<file path="src/hdl/pki_pkg.sv">
// Shared types, constants and helper functions of the particle kinematic integrator.
// Used by the channel interfaces, the controller, the datapath and the top level.
`timescale 1ns / 1ps

package pki_pkg;

    localparam int FRAC_BITS_DEF = 16;
    localparam int VAL_W         = 32;
    localparam int DT_W          = 16;
    localparam int REQ_W         = 2;
    localparam int CFG_IDX_W     = 2;
    localparam int SUM_W         = 36;
    localparam int AXES          = 3;
    localparam int AXIS_W        = 2;

    // Request codes.
    localparam logic [REQ_W-1:0] REQ_ADD  = 2'd0;
    localparam logic [REQ_W-1:0] REQ_SET  = 2'd1;
    localparam logic [REQ_W-1:0] REQ_STEP = 2'd2;

    // Configuration register indexes.
    localparam logic [CFG_IDX_W-1:0] REG_MASS  = 2'd0;
    localparam logic [CFG_IDX_W-1:0] REG_POS_X = 2'd1;
    localparam logic [CFG_IDX_W-1:0] REG_POS_Y = 2'd2;
    localparam logic [CFG_IDX_W-1:0] REG_POS_Z = 2'd3;

    // Datapath operations.
    typedef logic [3:0] t_op;
    localparam t_op OP_NONE     = 4'd0;
    localparam t_op OP_LOAD     = 4'd1;
    localparam t_op OP_ADD      = 4'd2;
    localparam t_op OP_SET      = 4'd3;
    localparam t_op OP_DT2      = 4'd4;
    localparam t_op OP_DIV_LOAD = 4'd5;
    localparam t_op OP_DIV_STEP = 4'd6;
    localparam t_op OP_ACC      = 4'd7;
    localparam t_op OP_MUL_ADT  = 4'd8;
    localparam t_op OP_VEL      = 4'd9;
    localparam t_op OP_MUL_VDT  = 4'd10;
    localparam t_op OP_MUL_HALF = 4'd11;
    localparam t_op OP_POS      = 4'd12;
    localparam t_op OP_OUT      = 4'd13;

    typedef struct packed {
        t_op               op;
        logic [AXIS_W-1:0] axis;
    } t_cmd;

    typedef struct packed {
        logic signed [VAL_W-1:0] val;
        logic                    ovf;
    } t_clamp;

    localparam logic signed [SUM_W-1:0] SUM_MAX = {{(SUM_W-31){1'b0}}, {31{1'b1}}};
    localparam logic signed [SUM_W-1:0] SUM_MIN = {{(SUM_W-31){1'b1}}, {31{1'b0}}};

    // Clamps a wide signed sum to 32 bits and reports whether it had to.
    function automatic t_clamp clamp32(input logic signed [SUM_W-1:0] v);
        t_clamp r;
        if (v > SUM_MAX) begin
            r.val = 32'sh7FFF_FFFF;
            r.ovf = 1'b1;
        end else if (v < SUM_MIN) begin
            r.val = 32'sh8000_0000;
            r.ovf = 1'b1;
        end else begin
            r.val = v[VAL_W-1:0];
            r.ovf = 1'b0;
        end
        return r;
    endfunction

    // Sign extension of a 32-bit value to the sum width.
    function automatic logic signed [SUM_W-1:0] sext(input logic signed [VAL_W-1:0] v);
        return {{(SUM_W-VAL_W){v[VAL_W-1]}}, v};
    endfunction

    // Applies a sign to an unsigned magnitude, result at the sum width.
    function automatic logic signed [SUM_W-1:0] apply_sign(input logic [VAL_W-1:0] mag,
                                                           input logic neg);
        logic signed [SUM_W-1:0] ext;
        ext = {{(SUM_W-VAL_W){1'b0}}, mag};
        return neg ? -ext : ext;
    endfunction

endpackage

</file>
<file path="src/hdl/pki_if.sv">
// Channel interfaces of the particle kinematic integrator: requests, results, configuration.
// Depends on pki_pkg for field widths.
`timescale 1ns / 1ps

interface pki_in_if;
    import pki_pkg::*;
    logic                    valid;
    logic                    ready;
    logic [REQ_W-1:0]        req_type;
    logic signed [VAL_W-1:0] force_x;
    logic signed [VAL_W-1:0] force_y;
    logic signed [VAL_W-1:0] force_z;
    logic [DT_W-1:0]         delta_time;

    modport source (output valid, req_type, force_x, force_y, force_z, delta_time,
                    input ready);
    modport sink   (input valid, req_type, force_x, force_y, force_z, delta_time,
                    output ready);
endinterface

interface pki_out_if;
    import pki_pkg::*;
    logic                    valid;
    logic                    ready;
    logic signed [VAL_W-1:0] pos_x;
    logic signed [VAL_W-1:0] pos_y;
    logic signed [VAL_W-1:0] pos_z;
    logic signed [VAL_W-1:0] vel_x;
    logic signed [VAL_W-1:0] vel_y;
    logic signed [VAL_W-1:0] vel_z;
    logic                    saturated;

    modport source (output valid, pos_x, pos_y, pos_z, vel_x, vel_y, vel_z, saturated,
                    input ready);
    modport sink   (input valid, pos_x, pos_y, pos_z, vel_x, vel_y, vel_z, saturated,
                    output ready);
endinterface

interface pki_cfg_if;
    import pki_pkg::*;
    logic                 valid;
    logic                 ready;
    logic [CFG_IDX_W-1:0] index;
    logic [VAL_W-1:0]     data;

    modport source (output valid, index, data, input ready);
    modport sink   (input valid, index, data, output ready);
endinterface

</file>
<file path="src/hdl/particle_kinematic_integrator.sv">
// Top level of the particle kinematic integrator: ties the controller and the datapath
// to the request, result and configuration channels. Depends on pki_pkg, pki_if.sv,
// pki_ctrl and pki_dp.
`timescale 1ns / 1ps

// Integrator for one point mass in three axes. Force, velocity and position are
// signed fixed point with FRAC_BITS fraction bits, the mass is unsigned with
// FRAC_BITS fraction bits and delta_time is an unsigned fraction of DT_W bits.
// A request beat adds to or replaces the net force, or advances velocity by a*dt
// and then position by the new velocity times dt plus a*dt*dt/2; every request
// returns one result beat with the position, velocity and a saturation flag. The
// block works on one request at a time. Add and set requests update the net force
// and then move the result into the output register; an unused request code moves
// it there directly. A time step first squares delta_time, then each axis loads a
// restoring divider for a = F/mass that produces one quotient bit per cycle,
// 32 + FRAC_BITS bits in all, followed by three passes through a single shared
// 32x32 multiplier and two saturating sums, and at last the result moves into the
// output register. A new request is taken the cycle after the result has moved
// into the output register; the output register holds a result until the sink
// takes it, and a finished request waits for it to empty. Configuration writes are
// taken at any time but must only be made while no request is in progress; writing
// an initial position also loads that axis of the position.
module particle_kinematic_integrator #(
    parameter int FRAC_BITS = pki_pkg::FRAC_BITS_DEF
) (
    input  logic     i_clk,
    input  logic     i_rst_n,
    pki_in_if.sink   i_req,
    pki_out_if.source o_rsp,
    pki_cfg_if.sink  i_cfg
);
    import pki_pkg::*;

    t_cmd                    cmd;
    logic signed [VAL_W-1:0] pos [AXES];
    logic signed [VAL_W-1:0] vel [AXES];
    logic                    saturated;

    pki_ctrl #(
        .FRAC_BITS (FRAC_BITS)
    ) u_ctrl (
        .i_clk       (i_clk),
        .i_rst_n     (i_rst_n),
        .i_in_valid  (i_req.valid),
        .i_req_type  (i_req.req_type),
        .o_in_ready  (i_req.ready),
        .o_out_valid (o_rsp.valid),
        .i_out_ready (o_rsp.ready),
        .o_cmd       (cmd)
    );

    pki_dp #(
        .FRAC_BITS (FRAC_BITS)
    ) u_dp (
        .i_clk        (i_clk),
        .i_rst_n      (i_rst_n),
        .i_cmd        (cmd),
        .i_cfg_we     (i_cfg.valid),
        .i_cfg_index  (i_cfg.index),
        .i_cfg_data   (i_cfg.data),
        .i_force_x    (i_req.force_x),
        .i_force_y    (i_req.force_y),
        .i_force_z    (i_req.force_z),
        .i_delta_time (i_req.delta_time),
        .o_pos        (pos),
        .o_vel        (vel),
        .o_saturated  (saturated)
    );

    assign i_cfg.ready     = 1'b1;
    assign o_rsp.pos_x     = pos[0];
    assign o_rsp.pos_y     = pos[1];
    assign o_rsp.pos_z     = pos[2];
    assign o_rsp.vel_x     = vel[0];
    assign o_rsp.vel_y     = vel[1];
    assign o_rsp.vel_z     = vel[2];
    assign o_rsp.saturated = saturated;

endmodule

</file>
<file path="src/hdl/pki_ctrl.sv">
// Sequencer of the particle kinematic integrator: handshakes and datapath commands.
// Depends on pki_pkg.
`timescale 1ns / 1ps

module pki_ctrl #(
    parameter int FRAC_BITS = pki_pkg::FRAC_BITS_DEF
) (
    input  logic                      i_clk,
    input  logic                      i_rst_n,
    input  logic                      i_in_valid,
    input  logic [pki_pkg::REQ_W-1:0] i_req_type,
    output logic                      o_in_ready,
    output logic                      o_out_valid,
    input  logic                      i_out_ready,
    output pki_pkg::t_cmd             o_cmd
);
    import pki_pkg::*;

    localparam int DIV_W = VAL_W + FRAC_BITS;
    localparam int CNT_W = $clog2(DIV_W);

    localparam logic [3:0] S_IDLE     = 4'd0;
    localparam logic [3:0] S_ADD      = 4'd1;
    localparam logic [3:0] S_SET      = 4'd2;
    localparam logic [3:0] S_DT2      = 4'd3;
    localparam logic [3:0] S_DIV_LOAD = 4'd4;
    localparam logic [3:0] S_DIV      = 4'd5;
    localparam logic [3:0] S_ACC      = 4'd6;
    localparam logic [3:0] S_MUL_ADT  = 4'd7;
    localparam logic [3:0] S_VEL      = 4'd8;
    localparam logic [3:0] S_MUL_VDT  = 4'd9;
    localparam logic [3:0] S_MUL_HALF = 4'd10;
    localparam logic [3:0] S_POS      = 4'd11;
    localparam logic [3:0] S_DONE     = 4'd12;

    localparam logic [AXIS_W-1:0] LAST_AXIS = AXIS_W'(AXES - 1);

    logic [3:0]        r_state, n_state;
    logic [AXIS_W-1:0] r_axis, n_axis;
    logic [CNT_W-1:0]  r_cnt, n_cnt;
    logic              r_out_valid, n_out_valid;
    t_op               op;

    always_comb begin
        n_state     = r_state;
        n_axis      = r_axis;
        n_cnt       = r_cnt;
        n_out_valid = r_out_valid && !i_out_ready;
        op          = OP_NONE;
        unique case (r_state)
            S_IDLE: begin
                if (i_in_valid) begin
                    op = OP_LOAD;
                    unique case (i_req_type)
                        REQ_ADD:  n_state = S_ADD;
                        REQ_SET:  n_state = S_SET;
                        REQ_STEP: n_state = S_DT2;
                        default:  n_state = S_DONE;
                    endcase
                end
            end
            S_ADD: begin
                op      = OP_ADD;
                n_state = S_DONE;
            end
            S_SET: begin
                op      = OP_SET;
                n_state = S_DONE;
            end
            S_DT2: begin
                op      = OP_DT2;
                n_axis  = '0;
                n_state = S_DIV_LOAD;
            end
            S_DIV_LOAD: begin
                op      = OP_DIV_LOAD;
                n_cnt   = CNT_W'(DIV_W - 1);
                n_state = S_DIV;
            end
            S_DIV: begin
                // One quotient bit per cycle.
                op    = OP_DIV_STEP;
                n_cnt = r_cnt - 1'b1;
                if (r_cnt == '0) begin
                    n_state = S_ACC;
                end
            end
            S_ACC: begin
                op      = OP_ACC;
                n_state = S_MUL_ADT;
            end
            S_MUL_ADT: begin
                op      = OP_MUL_ADT;
                n_state = S_VEL;
            end
            S_VEL: begin
                op      = OP_VEL;
                n_state = S_MUL_VDT;
            end
            S_MUL_VDT: begin
                op      = OP_MUL_VDT;
                n_state = S_MUL_HALF;
            end
            S_MUL_HALF: begin
                op      = OP_MUL_HALF;
                n_state = S_POS;
            end
            S_POS: begin
                op = OP_POS;
                if (r_axis == LAST_AXIS) begin
                    n_state = S_DONE;
                end else begin
                    n_axis  = r_axis + 1'b1;
                    n_state = S_DIV_LOAD;
                end
            end
            S_DONE: begin
                // The result register takes the new beat once the old one has left.
                if (!r_out_valid || i_out_ready) begin
                    op          = OP_OUT;
                    n_out_valid = 1'b1;
                    n_state     = S_IDLE;
                end
            end
            default: n_state = S_IDLE;
        endcase
    end

    always_ff @(posedge i_clk) begin
        if (!i_rst_n) begin
            r_state     <= S_IDLE;
            r_axis      <= '0;
            r_cnt       <= '0;
            r_out_valid <= 1'b0;
        end else begin
            r_state     <= n_state;
            r_axis      <= n_axis;
            r_cnt       <= n_cnt;
            r_out_valid <= n_out_valid;
        end
    end

    assign o_in_ready  = (r_state == S_IDLE);
    assign o_out_valid = r_out_valid;
    assign o_cmd.op    = op;
    assign o_cmd.axis  = r_axis;

endmodule

</file>
<file path="src/hdl/pki_dp.sv">
// Datapath of the particle kinematic integrator: motion state, restoring divider,
// shared 32x32 multiplier and result register. Depends on pki_pkg.
`timescale 1ns / 1ps

module pki_dp #(
    parameter int FRAC_BITS = pki_pkg::FRAC_BITS_DEF
) (
    input  logic                          i_clk,
    input  logic                          i_rst_n,
    input  pki_pkg::t_cmd                 i_cmd,
    input  logic                          i_cfg_we,
    input  logic [pki_pkg::CFG_IDX_W-1:0] i_cfg_index,
    input  logic [pki_pkg::VAL_W-1:0]     i_cfg_data,
    input  logic signed [pki_pkg::VAL_W-1:0] i_force_x,
    input  logic signed [pki_pkg::VAL_W-1:0] i_force_y,
    input  logic signed [pki_pkg::VAL_W-1:0] i_force_z,
    input  logic [pki_pkg::DT_W-1:0]      i_delta_time,
    output logic signed [pki_pkg::VAL_W-1:0] o_pos [pki_pkg::AXES],
    output logic signed [pki_pkg::VAL_W-1:0] o_vel [pki_pkg::AXES],
    output logic                          o_saturated
);
    import pki_pkg::*;

    localparam int DIV_W = VAL_W + FRAC_BITS;
    localparam logic [DIV_W-1:0] Q_POS_MAX = DIV_W'(32'h7FFF_FFFF);
    localparam logic [DIV_W-1:0] Q_NEG_MAX = DIV_W'(32'h8000_0000);
    localparam logic [VAL_W-1:0] MASS_ONE  = VAL_W'(1) << FRAC_BITS;

    // Architectural state.
    logic [VAL_W-1:0]        r_mass;
    logic signed [VAL_W-1:0] r_force [AXES];
    logic signed [VAL_W-1:0] r_vel   [AXES];
    logic signed [VAL_W-1:0] r_pos   [AXES];

    // Working registers of one request.
    logic signed [VAL_W-1:0] r_fin [AXES];
    logic [DT_W-1:0]         r_dt;
    logic [2*DT_W-1:0]       r_dt2;
    logic [DIV_W-1:0]        r_quo;
    logic [VAL_W-1:0]        r_rem;
    logic [VAL_W-1:0]        r_acc_mag;
    logic                    r_acc_neg;
    logic [2*VAL_W-1:0]      r_prod;
    logic                    r_prod_neg;
    logic signed [SUM_W-1:0] r_vdt;
    logic                    r_sat;

    // Result register.
    logic signed [VAL_W-1:0] r_out_pos [AXES];
    logic signed [VAL_W-1:0] r_out_vel [AXES];
    logic                    r_out_sat;

    logic signed [VAL_W-1:0] f_cur, v_cur, p_cur;
    logic [VAL_W-1:0]        f_mag, v_mag;
    logic                    f_neg, v_neg;
    logic [VAL_W:0]          trial, diff;
    logic                    ge;
    logic [VAL_W-1:0]        rem_next;
    logic [VAL_W-1:0]        mul_a, mul_b;
    logic [2*VAL_W-1:0]      mul_p;
    logic [VAL_W-1:0]        acc_mag;
    logic                    acc_neg, acc_sat;
    logic signed [SUM_W-1:0] dv, vdt, half;
    t_clamp                  vel_c, pos_c;
    t_clamp                  add_c [AXES];

    assign f_cur = r_force[i_cmd.axis];
    assign v_cur = r_vel[i_cmd.axis];
    assign p_cur = r_pos[i_cmd.axis];
    assign f_neg = f_cur[VAL_W-1];
    assign v_neg = v_cur[VAL_W-1];
    assign f_mag = f_neg ? VAL_W'(-f_cur) : VAL_W'(f_cur);
    assign v_mag = v_neg ? VAL_W'(-v_cur) : VAL_W'(v_cur);

    // Restoring division step: shift in the next dividend bit, subtract if it fits.
    assign trial    = {r_rem, r_quo[DIV_W-1]};
    assign ge       = trial >= {1'b0, r_mass};
    assign diff     = trial - {1'b0, r_mass};
    assign rem_next = ge ? diff[VAL_W-1:0] : trial[VAL_W-1:0];

    // Acceleration from the quotient, with the zero-mass and overflow cases.
    always_comb begin
        acc_mag = r_quo[VAL_W-1:0];
        acc_neg = f_neg;
        acc_sat = 1'b0;
        if (r_mass == '0) begin
            if (f_cur == '0) begin
                acc_mag = '0;
                acc_neg = 1'b0;
            end else begin
                acc_mag = f_neg ? 32'h8000_0000 : 32'h7FFF_FFFF;
                acc_sat = 1'b1;
            end
        end else if (f_neg) begin
            if (r_quo > Q_NEG_MAX) begin
                acc_mag = 32'h8000_0000;
                acc_sat = 1'b1;
            end
        end else if (r_quo > Q_POS_MAX) begin
            acc_mag = 32'h7FFF_FFFF;
            acc_sat = 1'b1;
        end
    end

    // Shared multiplier on magnitudes; the sign travels beside the product.
    always_comb begin
        unique case (i_cmd.op)
            OP_MUL_ADT: begin
                mul_a = r_acc_mag;
                mul_b = {{(VAL_W-DT_W){1'b0}}, r_dt};
            end
            OP_MUL_VDT: begin
                mul_a = v_mag;
                mul_b = {{(VAL_W-DT_W){1'b0}}, r_dt};
            end
            OP_MUL_HALF: begin
                mul_a = r_acc_mag;
                mul_b = r_dt2;
            end
            default: begin
                mul_a = '0;
                mul_b = '0;
            end
        endcase
    end
    assign mul_p = {{VAL_W{1'b0}}, mul_a} * {{VAL_W{1'b0}}, mul_b};

    assign dv    = apply_sign(r_prod[DT_W +: VAL_W], r_prod_neg);
    assign vdt   = apply_sign(r_prod[DT_W +: VAL_W], r_prod_neg);
    // The half term drops 2*DT_W+1 bits of a*dt*dt.
    assign half  = apply_sign({1'b0, r_prod[2*VAL_W-1:2*DT_W+1]}, r_prod_neg);
    assign vel_c = clamp32(sext(v_cur) + dv);
    assign pos_c = clamp32(sext(p_cur) + r_vdt + half);

    always_comb begin
        for (int i = 0; i < AXES; i++) begin
            add_c[i] = clamp32(sext(r_force[i]) + sext(r_fin[i]));
        end
    end

    always_ff @(posedge i_clk) begin
        if (!i_rst_n) begin
            r_mass <= MASS_ONE;
            for (int i = 0; i < AXES; i++) begin
                r_force[i] <= '0;
                r_vel[i]   <= '0;
                r_pos[i]   <= '0;
            end
        end else begin
            unique case (i_cmd.op)
                OP_ADD: begin
                    for (int i = 0; i < AXES; i++) begin
                        r_force[i] <= add_c[i].val;
                    end
                end
                OP_SET: begin
                    for (int i = 0; i < AXES; i++) begin
                        r_force[i] <= r_fin[i];
                    end
                end
                OP_VEL:  r_vel[i_cmd.axis] <= vel_c.val;
                OP_POS:  r_pos[i_cmd.axis] <= pos_c.val;
                default: ;
            endcase
            if (i_cfg_we) begin
                unique case (i_cfg_index)
                    REG_MASS:  r_mass   <= i_cfg_data;
                    REG_POS_X: r_pos[0] <= i_cfg_data;
                    REG_POS_Y: r_pos[1] <= i_cfg_data;
                    REG_POS_Z: r_pos[2] <= i_cfg_data;
                    default:   ;
                endcase
            end
        end
    end

    always_ff @(posedge i_clk) begin
        if (!i_rst_n) begin
            r_sat <= 1'b0;
        end else begin
            unique case (i_cmd.op)
                OP_LOAD: r_sat <= 1'b0;
                OP_ADD:  r_sat <= r_sat | add_c[0].ovf | add_c[1].ovf | add_c[2].ovf;
                OP_ACC:  r_sat <= r_sat | acc_sat;
                OP_VEL:  r_sat <= r_sat | vel_c.ovf;
                OP_POS:  r_sat <= r_sat | pos_c.ovf;
                default: ;
            endcase
        end
    end

    always_ff @(posedge i_clk) begin
        unique case (i_cmd.op)
            OP_LOAD: begin
                r_fin[0] <= i_force_x;
                r_fin[1] <= i_force_y;
                r_fin[2] <= i_force_z;
                r_dt     <= i_delta_time;
            end
            OP_DT2: r_dt2 <= {{DT_W{1'b0}}, r_dt} * {{DT_W{1'b0}}, r_dt};
            OP_DIV_LOAD: begin
                r_rem <= '0;
                r_quo <= {f_mag, {FRAC_BITS{1'b0}}};
            end
            OP_DIV_STEP: begin
                r_rem <= rem_next;
                r_quo <= {r_quo[DIV_W-2:0], ge};
            end
            OP_ACC: begin
                r_acc_mag <= acc_mag;
                r_acc_neg <= acc_neg;
            end
            OP_MUL_ADT: begin
                r_prod     <= mul_p;
                r_prod_neg <= r_acc_neg;
            end
            OP_MUL_VDT: begin
                r_prod     <= mul_p;
                r_prod_neg <= v_neg;
            end
            OP_MUL_HALF: begin
                // v*dt leaves the product register as a*dt*dt enters it.
                r_vdt      <= vdt;
                r_prod     <= mul_p;
                r_prod_neg <= r_acc_neg;
            end
            OP_OUT: begin
                for (int i = 0; i < AXES; i++) begin
                    r_out_pos[i] <= r_pos[i];
                    r_out_vel[i] <= r_vel[i];
                end
                r_out_sat <= r_sat;
            end
            default: ;
        endcase
    end

    assign o_pos       = r_out_pos;
    assign o_vel       = r_out_vel;
    assign o_saturated = r_out_sat;

endmodule
</file>
<file path="src/flat_wrapper.sv">
// flat-port wrapper written by rule: the top's interface ports become plain ports
module particle_kinematic_integrator_flat import pki_pkg::*;
#(
    parameter int FRAC_BITS = pki_pkg::FRAC_BITS_DEF
)
  (i_clk, i_rst_n, i_req_valid, i_req_req_type, i_req_force_x, i_req_force_y, i_req_force_z, i_req_delta_time, i_req_ready, o_rsp_valid, o_rsp_pos_x, o_rsp_pos_y, o_rsp_pos_z, o_rsp_vel_x, o_rsp_vel_y, o_rsp_vel_z, o_rsp_saturated, o_rsp_ready, i_cfg_valid, i_cfg_index, i_cfg_data, i_cfg_ready);
  pki_in_if i_req_i ();
  pki_out_if o_rsp_i ();
  pki_cfg_if i_cfg_i ();
  input  logic i_clk;
  input  logic i_rst_n;
  input wire logic [$bits(i_req_i.valid)-1:0] i_req_valid;
  input wire logic [$bits(i_req_i.req_type)-1:0] i_req_req_type;
  input wire logic [$bits(i_req_i.force_x)-1:0] i_req_force_x;
  input wire logic [$bits(i_req_i.force_y)-1:0] i_req_force_y;
  input wire logic [$bits(i_req_i.force_z)-1:0] i_req_force_z;
  input wire logic [$bits(i_req_i.delta_time)-1:0] i_req_delta_time;
  output wire logic [$bits(i_req_i.ready)-1:0] i_req_ready;
  output wire logic [$bits(o_rsp_i.valid)-1:0] o_rsp_valid;
  output wire logic [$bits(o_rsp_i.pos_x)-1:0] o_rsp_pos_x;
  output wire logic [$bits(o_rsp_i.pos_y)-1:0] o_rsp_pos_y;
  output wire logic [$bits(o_rsp_i.pos_z)-1:0] o_rsp_pos_z;
  output wire logic [$bits(o_rsp_i.vel_x)-1:0] o_rsp_vel_x;
  output wire logic [$bits(o_rsp_i.vel_y)-1:0] o_rsp_vel_y;
  output wire logic [$bits(o_rsp_i.vel_z)-1:0] o_rsp_vel_z;
  output wire logic [$bits(o_rsp_i.saturated)-1:0] o_rsp_saturated;
  input wire logic [$bits(o_rsp_i.ready)-1:0] o_rsp_ready;
  input wire logic [$bits(i_cfg_i.valid)-1:0] i_cfg_valid;
  input wire logic [$bits(i_cfg_i.index)-1:0] i_cfg_index;
  input wire logic [$bits(i_cfg_i.data)-1:0] i_cfg_data;
  output wire logic [$bits(i_cfg_i.ready)-1:0] i_cfg_ready;
  assign i_req_i.valid = i_req_valid;
  assign i_req_i.req_type = i_req_req_type;
  assign i_req_i.force_x = i_req_force_x;
  assign i_req_i.force_y = i_req_force_y;
  assign i_req_i.force_z = i_req_force_z;
  assign i_req_i.delta_time = i_req_delta_time;
  assign i_req_ready = i_req_i.ready;
  assign o_rsp_valid = o_rsp_i.valid;
  assign o_rsp_pos_x = o_rsp_i.pos_x;
  assign o_rsp_pos_y = o_rsp_i.pos_y;
  assign o_rsp_pos_z = o_rsp_i.pos_z;
  assign o_rsp_vel_x = o_rsp_i.vel_x;
  assign o_rsp_vel_y = o_rsp_i.vel_y;
  assign o_rsp_vel_z = o_rsp_i.vel_z;
  assign o_rsp_saturated = o_rsp_i.saturated;
  assign o_rsp_i.ready = o_rsp_ready;
  assign i_cfg_i.valid = i_cfg_valid;
  assign i_cfg_i.index = i_cfg_index;
  assign i_cfg_i.data = i_cfg_data;
  assign i_cfg_ready = i_cfg_i.ready;
  particle_kinematic_integrator #(.FRAC_BITS(FRAC_BITS)) u_core (.i_clk(i_clk), .i_rst_n(i_rst_n), .i_req(i_req_i), .o_rsp(o_rsp_i), .i_cfg(i_cfg_i));
endmodule
</file>
<file path="config.mk">
export PLATFORM = sky130hd
export DESIGN_NAME = particle_kinematic_integrator_flat
export DESIGN_NICKNAME = d
export VERILOG_FILES = /design/src/hdl/pki_pkg.sv /design/src/hdl/pki_if.sv /design/src/hdl/particle_kinematic_integrator.sv /design/src/hdl/pki_ctrl.sv /design/src/hdl/pki_dp.sv /design/src/flat_wrapper.sv
export SDC_FILE = /design/constraint.sdc
export NUM_CORES = 2
export LEC_CHECK = 0
export ABC_AREA = 1
export BUFFER_PORTS_ARGS = -buffer_cell sky130_fd_sc_hd__buf_4
export CAP_MARGIN = 20
export CORE_MARGIN = 3
export CORE_UTILIZATION = 40
export CTS_CLUSTER_DIAMETER = 200
export CTS_CLUSTER_SIZE = 25
export DETAILED_ROUTE_END_ITERATION = 6
export GPL_ROUTABILITY_DRIVEN = 0
export PLACE_DENSITY = 0.64
export SYNTH_ARGS = -nofsm -noshare
export SYNTH_HDL_FRONTEND = slang
export SYNTH_SLANG_ARGS = --single-unit
</file>
<file path="constraint.sdc">
create_clock -name i_clk -period 12.6 [get_ports i_clk]
set_input_delay 2.52 -clock i_clk [delete_from_list [all_inputs] [get_ports i_clk]]
set_output_delay 2.52 -clock i_clk [all_outputs]
set_load 0.005 [all_outputs]
</file>
==> Word level (Yosys, flattened, before mapping) <==
Memory sizes are Yosys's and may differ from the RTL's. A register that Yosys moved wholly into a read port is not among the register bits.
Cells that the tools add are included.
{ "totals": {"reg_bits": 309, "latchBits": 0, "mem_bits_rw": 384, "romBits": 0, "input_bits": 153, "out_inout_bits": 196, "wordCells": 226, "mem_count": 4} }
{ "memory_table": {"columns": ["memory", "depth", "width", "read_ports", "rd_clocked_by_memory_dff", "wr", "line_no", "text"], "rows": [
  ["u_core.u_dp.r_fin", 3, 32, 3, 0, 3, "pki_dp.sv:36", "logic signed [VAL_W-1:0] r_fin [AXES];"],
  ["u_core.u_dp.r_force", 3, 32, 4, 1, 3, "pki_dp.sv:31", "logic signed [VAL_W-1:0] r_force [AXES];"],
  ["u_core.u_dp.r_pos", 3, 32, 4, 4, 4, "pki_dp.sv:33", "logic signed [VAL_W-1:0] r_pos [AXES];"],
  ["u_core.u_dp.r_vel", 3, 32, 4, 4, 3, "pki_dp.sv:32", "logic signed [VAL_W-1:0] r_vel [AXES];"]
]} }
{ "op_classes": {"addsub": 13, "multipliers": 2, "div_mod_pow": 0, "order_cmp": 13, "eq_ne": 38, "shifts": 0, "n_mux": 93, "bitwise_logic": 24, "n_reduce_logical": 23} }
{ "op_table": {"columns": ["op", "count"], "rows": [
  ["$mux 32", 19],
  ["$mux 33", 10],
  ["$pmux 32 s2", 3],
  ["$add 32x32->33", 3],
  ["$gt 33x32->1 const B", 3],
  ["$lt 33x32->1 const B", 3],
  ["$pmux 48 s2", 1],
  ["$add 32x36->36", 2],
  ["$gt 36x32->1 const B", 2],
  ["$lt 36x32->1 const B", 2],
  ["$mux 36", 2],
  ["$logic_not 32->1", 2],
  ["$mul 32x32->64", 1],
  ["$neg 32->32", 2],
  ["$pmux 4 s13", 1],
  ["$gt 48x31->1 const B", 1],
  ["$gt 48x32->1 const B", 1],
  ["$pmux 4 s12", 1],
  ["$eq 4x4->1 const B", 11],
  ["$mux 1", 38],
  ["$add 36x36->36", 1],
  ["$neg 31->36", 1],
  ["$neg 32->36", 1],
  ["$ge 33x32->1", 1],
  ["33 further kinds", 94]
]} }

==> Longest topological paths before layout <==
{ "depth": {"depth_word": 11, "mapped_depth": 47, "depth_no_buf": 45} }

==> By module <==
From an unflattened synthesis, not the netlist that was laid out.
{ "unflattened": {"cells_unflattened": 10452, "area_unflattened_um2": 92403.6} }
{ "modules_own_cells": {"columns": ["mod", "instances", "cells_each", "area_each_um2"], "rows": [
  ["pki_dp", 1, 10318, 91535.3],
  ["pki_ctrl", 1, 132, 857.1],
  ["particle_kinematic_integrator", 1, 2, 11.3]
]} }

==> Worst setup path after synthesis <==
No wires, ideal clock.
{ "synth_timing": {"path_type": "input-to-reg", "start": "in o_rsp_ready", "end": "reg u_core.u_dp.r_out_pos, in the netlist o_rsp_pos_x[0], read port of u_core.u_dp.r_pos (enable)", "arrival_time_ns": 11.815, "required_ns": 11.790, "slack_ns": -0.026, "stages": 2, "n_path_buf": 0, "path_cell_list": "inv_1 > a21oi_1"} }
{ "synth_via": {"elab_chain_cells": 4} }
{ "synth_lines": {"columns": ["element", "line_no", "text"], "rows": [
  ["from (decl)", "flat_wrapper.sv:27", "input wire logic [$bits(o_rsp_i.ready)-1:0] o_rsp_ready;"],
  ["$logic_or 1x1->1", "pki_ctrl.sv:119", "if (!r_out_valid || i_out_ready) begin"],
  ["$mux 4", "pki_ctrl.sv:119", null],
  ["$pmux 4 s13", "pki_ctrl.sv:50", "unique case (r_state)"],
  ["$eq 4x4->1", "pki_dp.sv:193", "unique case (i_cmd.op)"],
  ["to (decl)", "pki_dp.sv:49", "logic signed [VAL_W-1:0] r_out_pos [AXES];"]
]} }
No other way between the ends.
A chain may end at the register's enable or synchronous reset.

==> summary.md <==
| Metric | Value |
|---|---|
| Path depth of the worst reg2reg path | `32` |
| Sequential share of the synthesized area | `0.298` |
| Slew @ Worst Pin | `1.27 ns` |
| Core area | `230000 um^2` |
| Syn Area/Cell | `8.73 um^2` |
| Top cell by count, worst path | `fa_1` |
| Min cycle time layout | `11.06 ns` |
| Via count | `76.1k` |
| Period Utilization, post-route | `0.878` |
| Post-Syn Instances | `10.6k` |
| Crit. End Element | `flop` |
| P&R area growth vs syn | `7.72%` |
| CTS Buf Count | `43` |
| Core Rows | `176` |
| Post-synth top area share | `0.287` |
| Via-per-instance ratio | `5.51` |
| Drt pass-1 iters | `7` |
| Worst-path maximum fanout | `69` |
| Endpoint, Worst Hold | `o_rsp_vel_y[2]$_DFFE_PN_` |
| P_sw | `0.0129 W` |
| TritonCTS Sinks | `934` |
| Number of max-cap violations | `0` |
| Post-CTS Setup Bufs | `0` |
| Worst Hold Path Cells | `0` |
| Overflow after GRT | `0` |
| Main flop type after synthesis | `edfxtp_1` |
| RSZ-0062 raised after global routing | `false` |
| CTS max path bufs | `3` |
| Die ar. | `237000 um^2` |
| CTS resizes | `0` |
| Pint | `0.0121 W` |
| Port Buffers | `347` |
| Clk pwr share | `0.067` |
| Worst reg2reg setup slack | `1.54 ns` |
| Ports | `349` |
| Max rail drop VDD | `0.924 mV` |
| Slew Limit Headroom | `0.149` |
| Fmax | `90.4 MHz` |
| Status | `complete, but fails checks` |
| Comb power frac | `0.717` |
| Clock slew at reported path FFs | `0.11 ns` |
| Bufs and invs on worst path | `8` |
| Final WL | `304000 um` |
| RR Endpoint | `u_core.u_dp.r_prod[50]$_DFFE_PN_` |
| Residual DRC | `3` |
| Setup TNS | `0 ns` |
| Syn. warnings | `0` |
| Slowest library cell on the worst path | `inv_1` |
| Initial core utilization | `0.403` |
| CTS hold repair buffers | `0` |
| Final net count | `12.6k` |
| Initial antenna violation count | `12` |
| Sequential Power Share | `0.215` |
| HP Start | `u_core.u_dp.r_vel[1][2]$_SDFFCE_PN0P_` |
| Sw Share | `0.515` |
| Worst skew pair latency | `0.68 ns` |
| Syn nets | `12.4k` |
| Placed cell areas | `98400 um^2` |
| Setup Viol. Count Final | `0` |
| Library cells used by synthesis | `65` |
| FF+latch count, synth | `934` |
| Root Buffer | `clkbuf_16` |
| Hold Vio Cnt, Final | `0` |
| PwrDens | `250 nW/um^2` |
| Antenna Nets Post-Route | `0` |
| Commonest non-fill, non-tap cell in the layout | `nand2_1` |
| Total GRT Usage | `0.253` |
| Hpwl dp | `241000 um` |
| Critical path's top delay family | `adder cells` |
| LEAKAGE | `45.5 nW` |
| CP Launch Type | `flop` |
| H-tree levels | `2` |
| Synthesized area | `92600 um^2` |
| CP max stage delay | `0.83 ns` |
| Post-synth ARST share | `0` |
| Violated checks | `DRC` |
| DRT iter0 DRCs | `8677` |
| Chip width | `487 um` |
| Hold WS | `0.445 ns` |
| Most frequent cells in the layout | `nand2_1, inv_1, fa_1, nor2_1, edfxtp_1` |
| Share of cells above drive strength 1 | `0.0626` |
| WP depth | `32` |
| CP Data Required Time | `13.01 ns` |
| Clk_skew | `0.0553 ns` |
| First-pass GRT wire length | `460000 um` |
| Largest net degree at the start of global routing | `111` |
| TritonCTS clock tree | `built` |
| Vias in the first global route | `76.3k` |
| Synth area leader | `edfxtp_1` |
| DR WL/cell | `22.0 um` |
| Pins Over Slew Limit | `0` |
| Number of flops mapped to enable cells by yosys | `886` |
| Critical path arrival | `11.47 ns` |
| Die height | `487 um` |
| Fin area | `99800 um^2` |
| Crit Path Category | `reg2reg` |
| Hold Crit Class | `reg2reg` |
| Area contributors post-synth | `edfxtp_1, fa_1, nand2_1` |
final cells by class:
class                      instances  area [um^2]
clock buffer                      76         1210
sequential                       934        27600
multi-input combinational       7380        56300
fill                           22253       130000
antenna                            6         15.0
inverter                        1904         7150
tap                             3026         3790
timing repair buffer             478         3730
clock inverter                     3         45.0
routing by layer:
layer / share of wire / GRT usage
met5: 0.00014 / 0
met3: 0.11 / 0.0609
met1: 0.39 / 0.329
met2: 0.44 / 0.398
met4: 0.057 / 0.116
synthesized netlist by cell type, types with 5 or more instances:
cell type and number:
a211oi_1 7, a21boi_0 18, a21boi_1 8, a21o_1 20, a21oi_1 756, a31oi_1 38
a32o_1 29, and2_1 44, and3_1 10, buf_1 15, buf_2 93, buf_4 6
buf_6 26, clkbuf_1 256, clkinv_1 9, dfxtp_1 48, edfxtp_1 886, fa_1 1100
ha_1 569, inv_1 1869, inv_2 24, nand2_1 2339, nand2_2 20, nand3_1 266
nand3_2 6, nand3b_1 6, nand4_1 42, nor2_1 917, nor2_2 18, nor2_4 5
nor3_1 76, nor4_1 35, o2111ai_1 5, o211ai_1 92, o21a_1 23, o21ai_0 434
o21ai_1 82, o21ai_2 17, o21bai_1 22, o31ai_1 5, or2_2 9, xnor2_1 133
xor2_1 192
power groups by stage:
stage	sequential, W	combinational (W)	clock [W]
final	0.00536	0.0179	0.00168
after global routing	0.00540	0.0205	0.00183
after CTS	0.00535	0.0179	0.00172
after detailed placement	0.00542	0.0177	0
after global placement	0.00541	0.0174	0
after floorplan	0.00520	0.0136	0
sequential cells by signal, summed over array words and instances (netlist names), 36 cells and up, named ones only:
register / count
u_core.u_dp.r_fin: 96
u_core.u_dp.r_force: 96
u_core.u_dp.r_quo: 48
u_core.u_dp.r_prod: 48
u_core.u_dp.r_pos: 128
u_core.u_dp.r_vdt: 36
u_core.u_dp.r_vel: 128
cells by family (layout without fill, tap and decap cells):
logic type / count (synthesis) / count (layout) / synth area share
xor+xnor: 325 / 325 / 0.0307
fa+ha+maj: 1669 / 1669 / 0.315
simple gates: 3807 / 3807 / 0.165
other cells: 1 / 7 / 0.0000405
mux: 1 / 1 / 0.000122
flops: 934 / 934 / 0.298
compound gates: 1577 / 1577 / 0.0946
buf+inv: 2300 / 2461 / 0.0969
worst max-delay path by stage:
stage | start | end | slack [ns]
floorplan | u_core.u_ctrl.r_state[3]$_SDFFE_PN0P_ | u_core.u_dp.r_prod[52]$_DFFE_PN_ | 3.83
global placement | flop | u_core.u_dp.r_prod[58]$_DFFE_PN_ | 1.96
detailed placement | flop | u_core.u_dp.r_prod[58]$_DFFE_PN_ | 1.91
CTS | flop | u_core.u_dp.r_prod[58]$_DFFE_PN_ | 1.89
global route | flop | u_core.u_dp.r_prod[49]$_DFFE_PN_ | 1.20
finish | flop | u_core.u_dp.r_prod[50]$_DFFE_PN_ | 1.54
stage by stage:
step                std cells  setup WS [ns]  utilization  power [W]
floorplan               10614           3.83            -     0.0188
global placement        13712           1.96        0.427     0.0228
detailed placement      13715           1.91        0.428     0.0232
CTS                     13794           1.89        0.433     0.0249
global route            13801           1.20        0.434     0.0277
finish                  13807           1.54        0.434     0.0249
(Power assumes the default switching activity.)
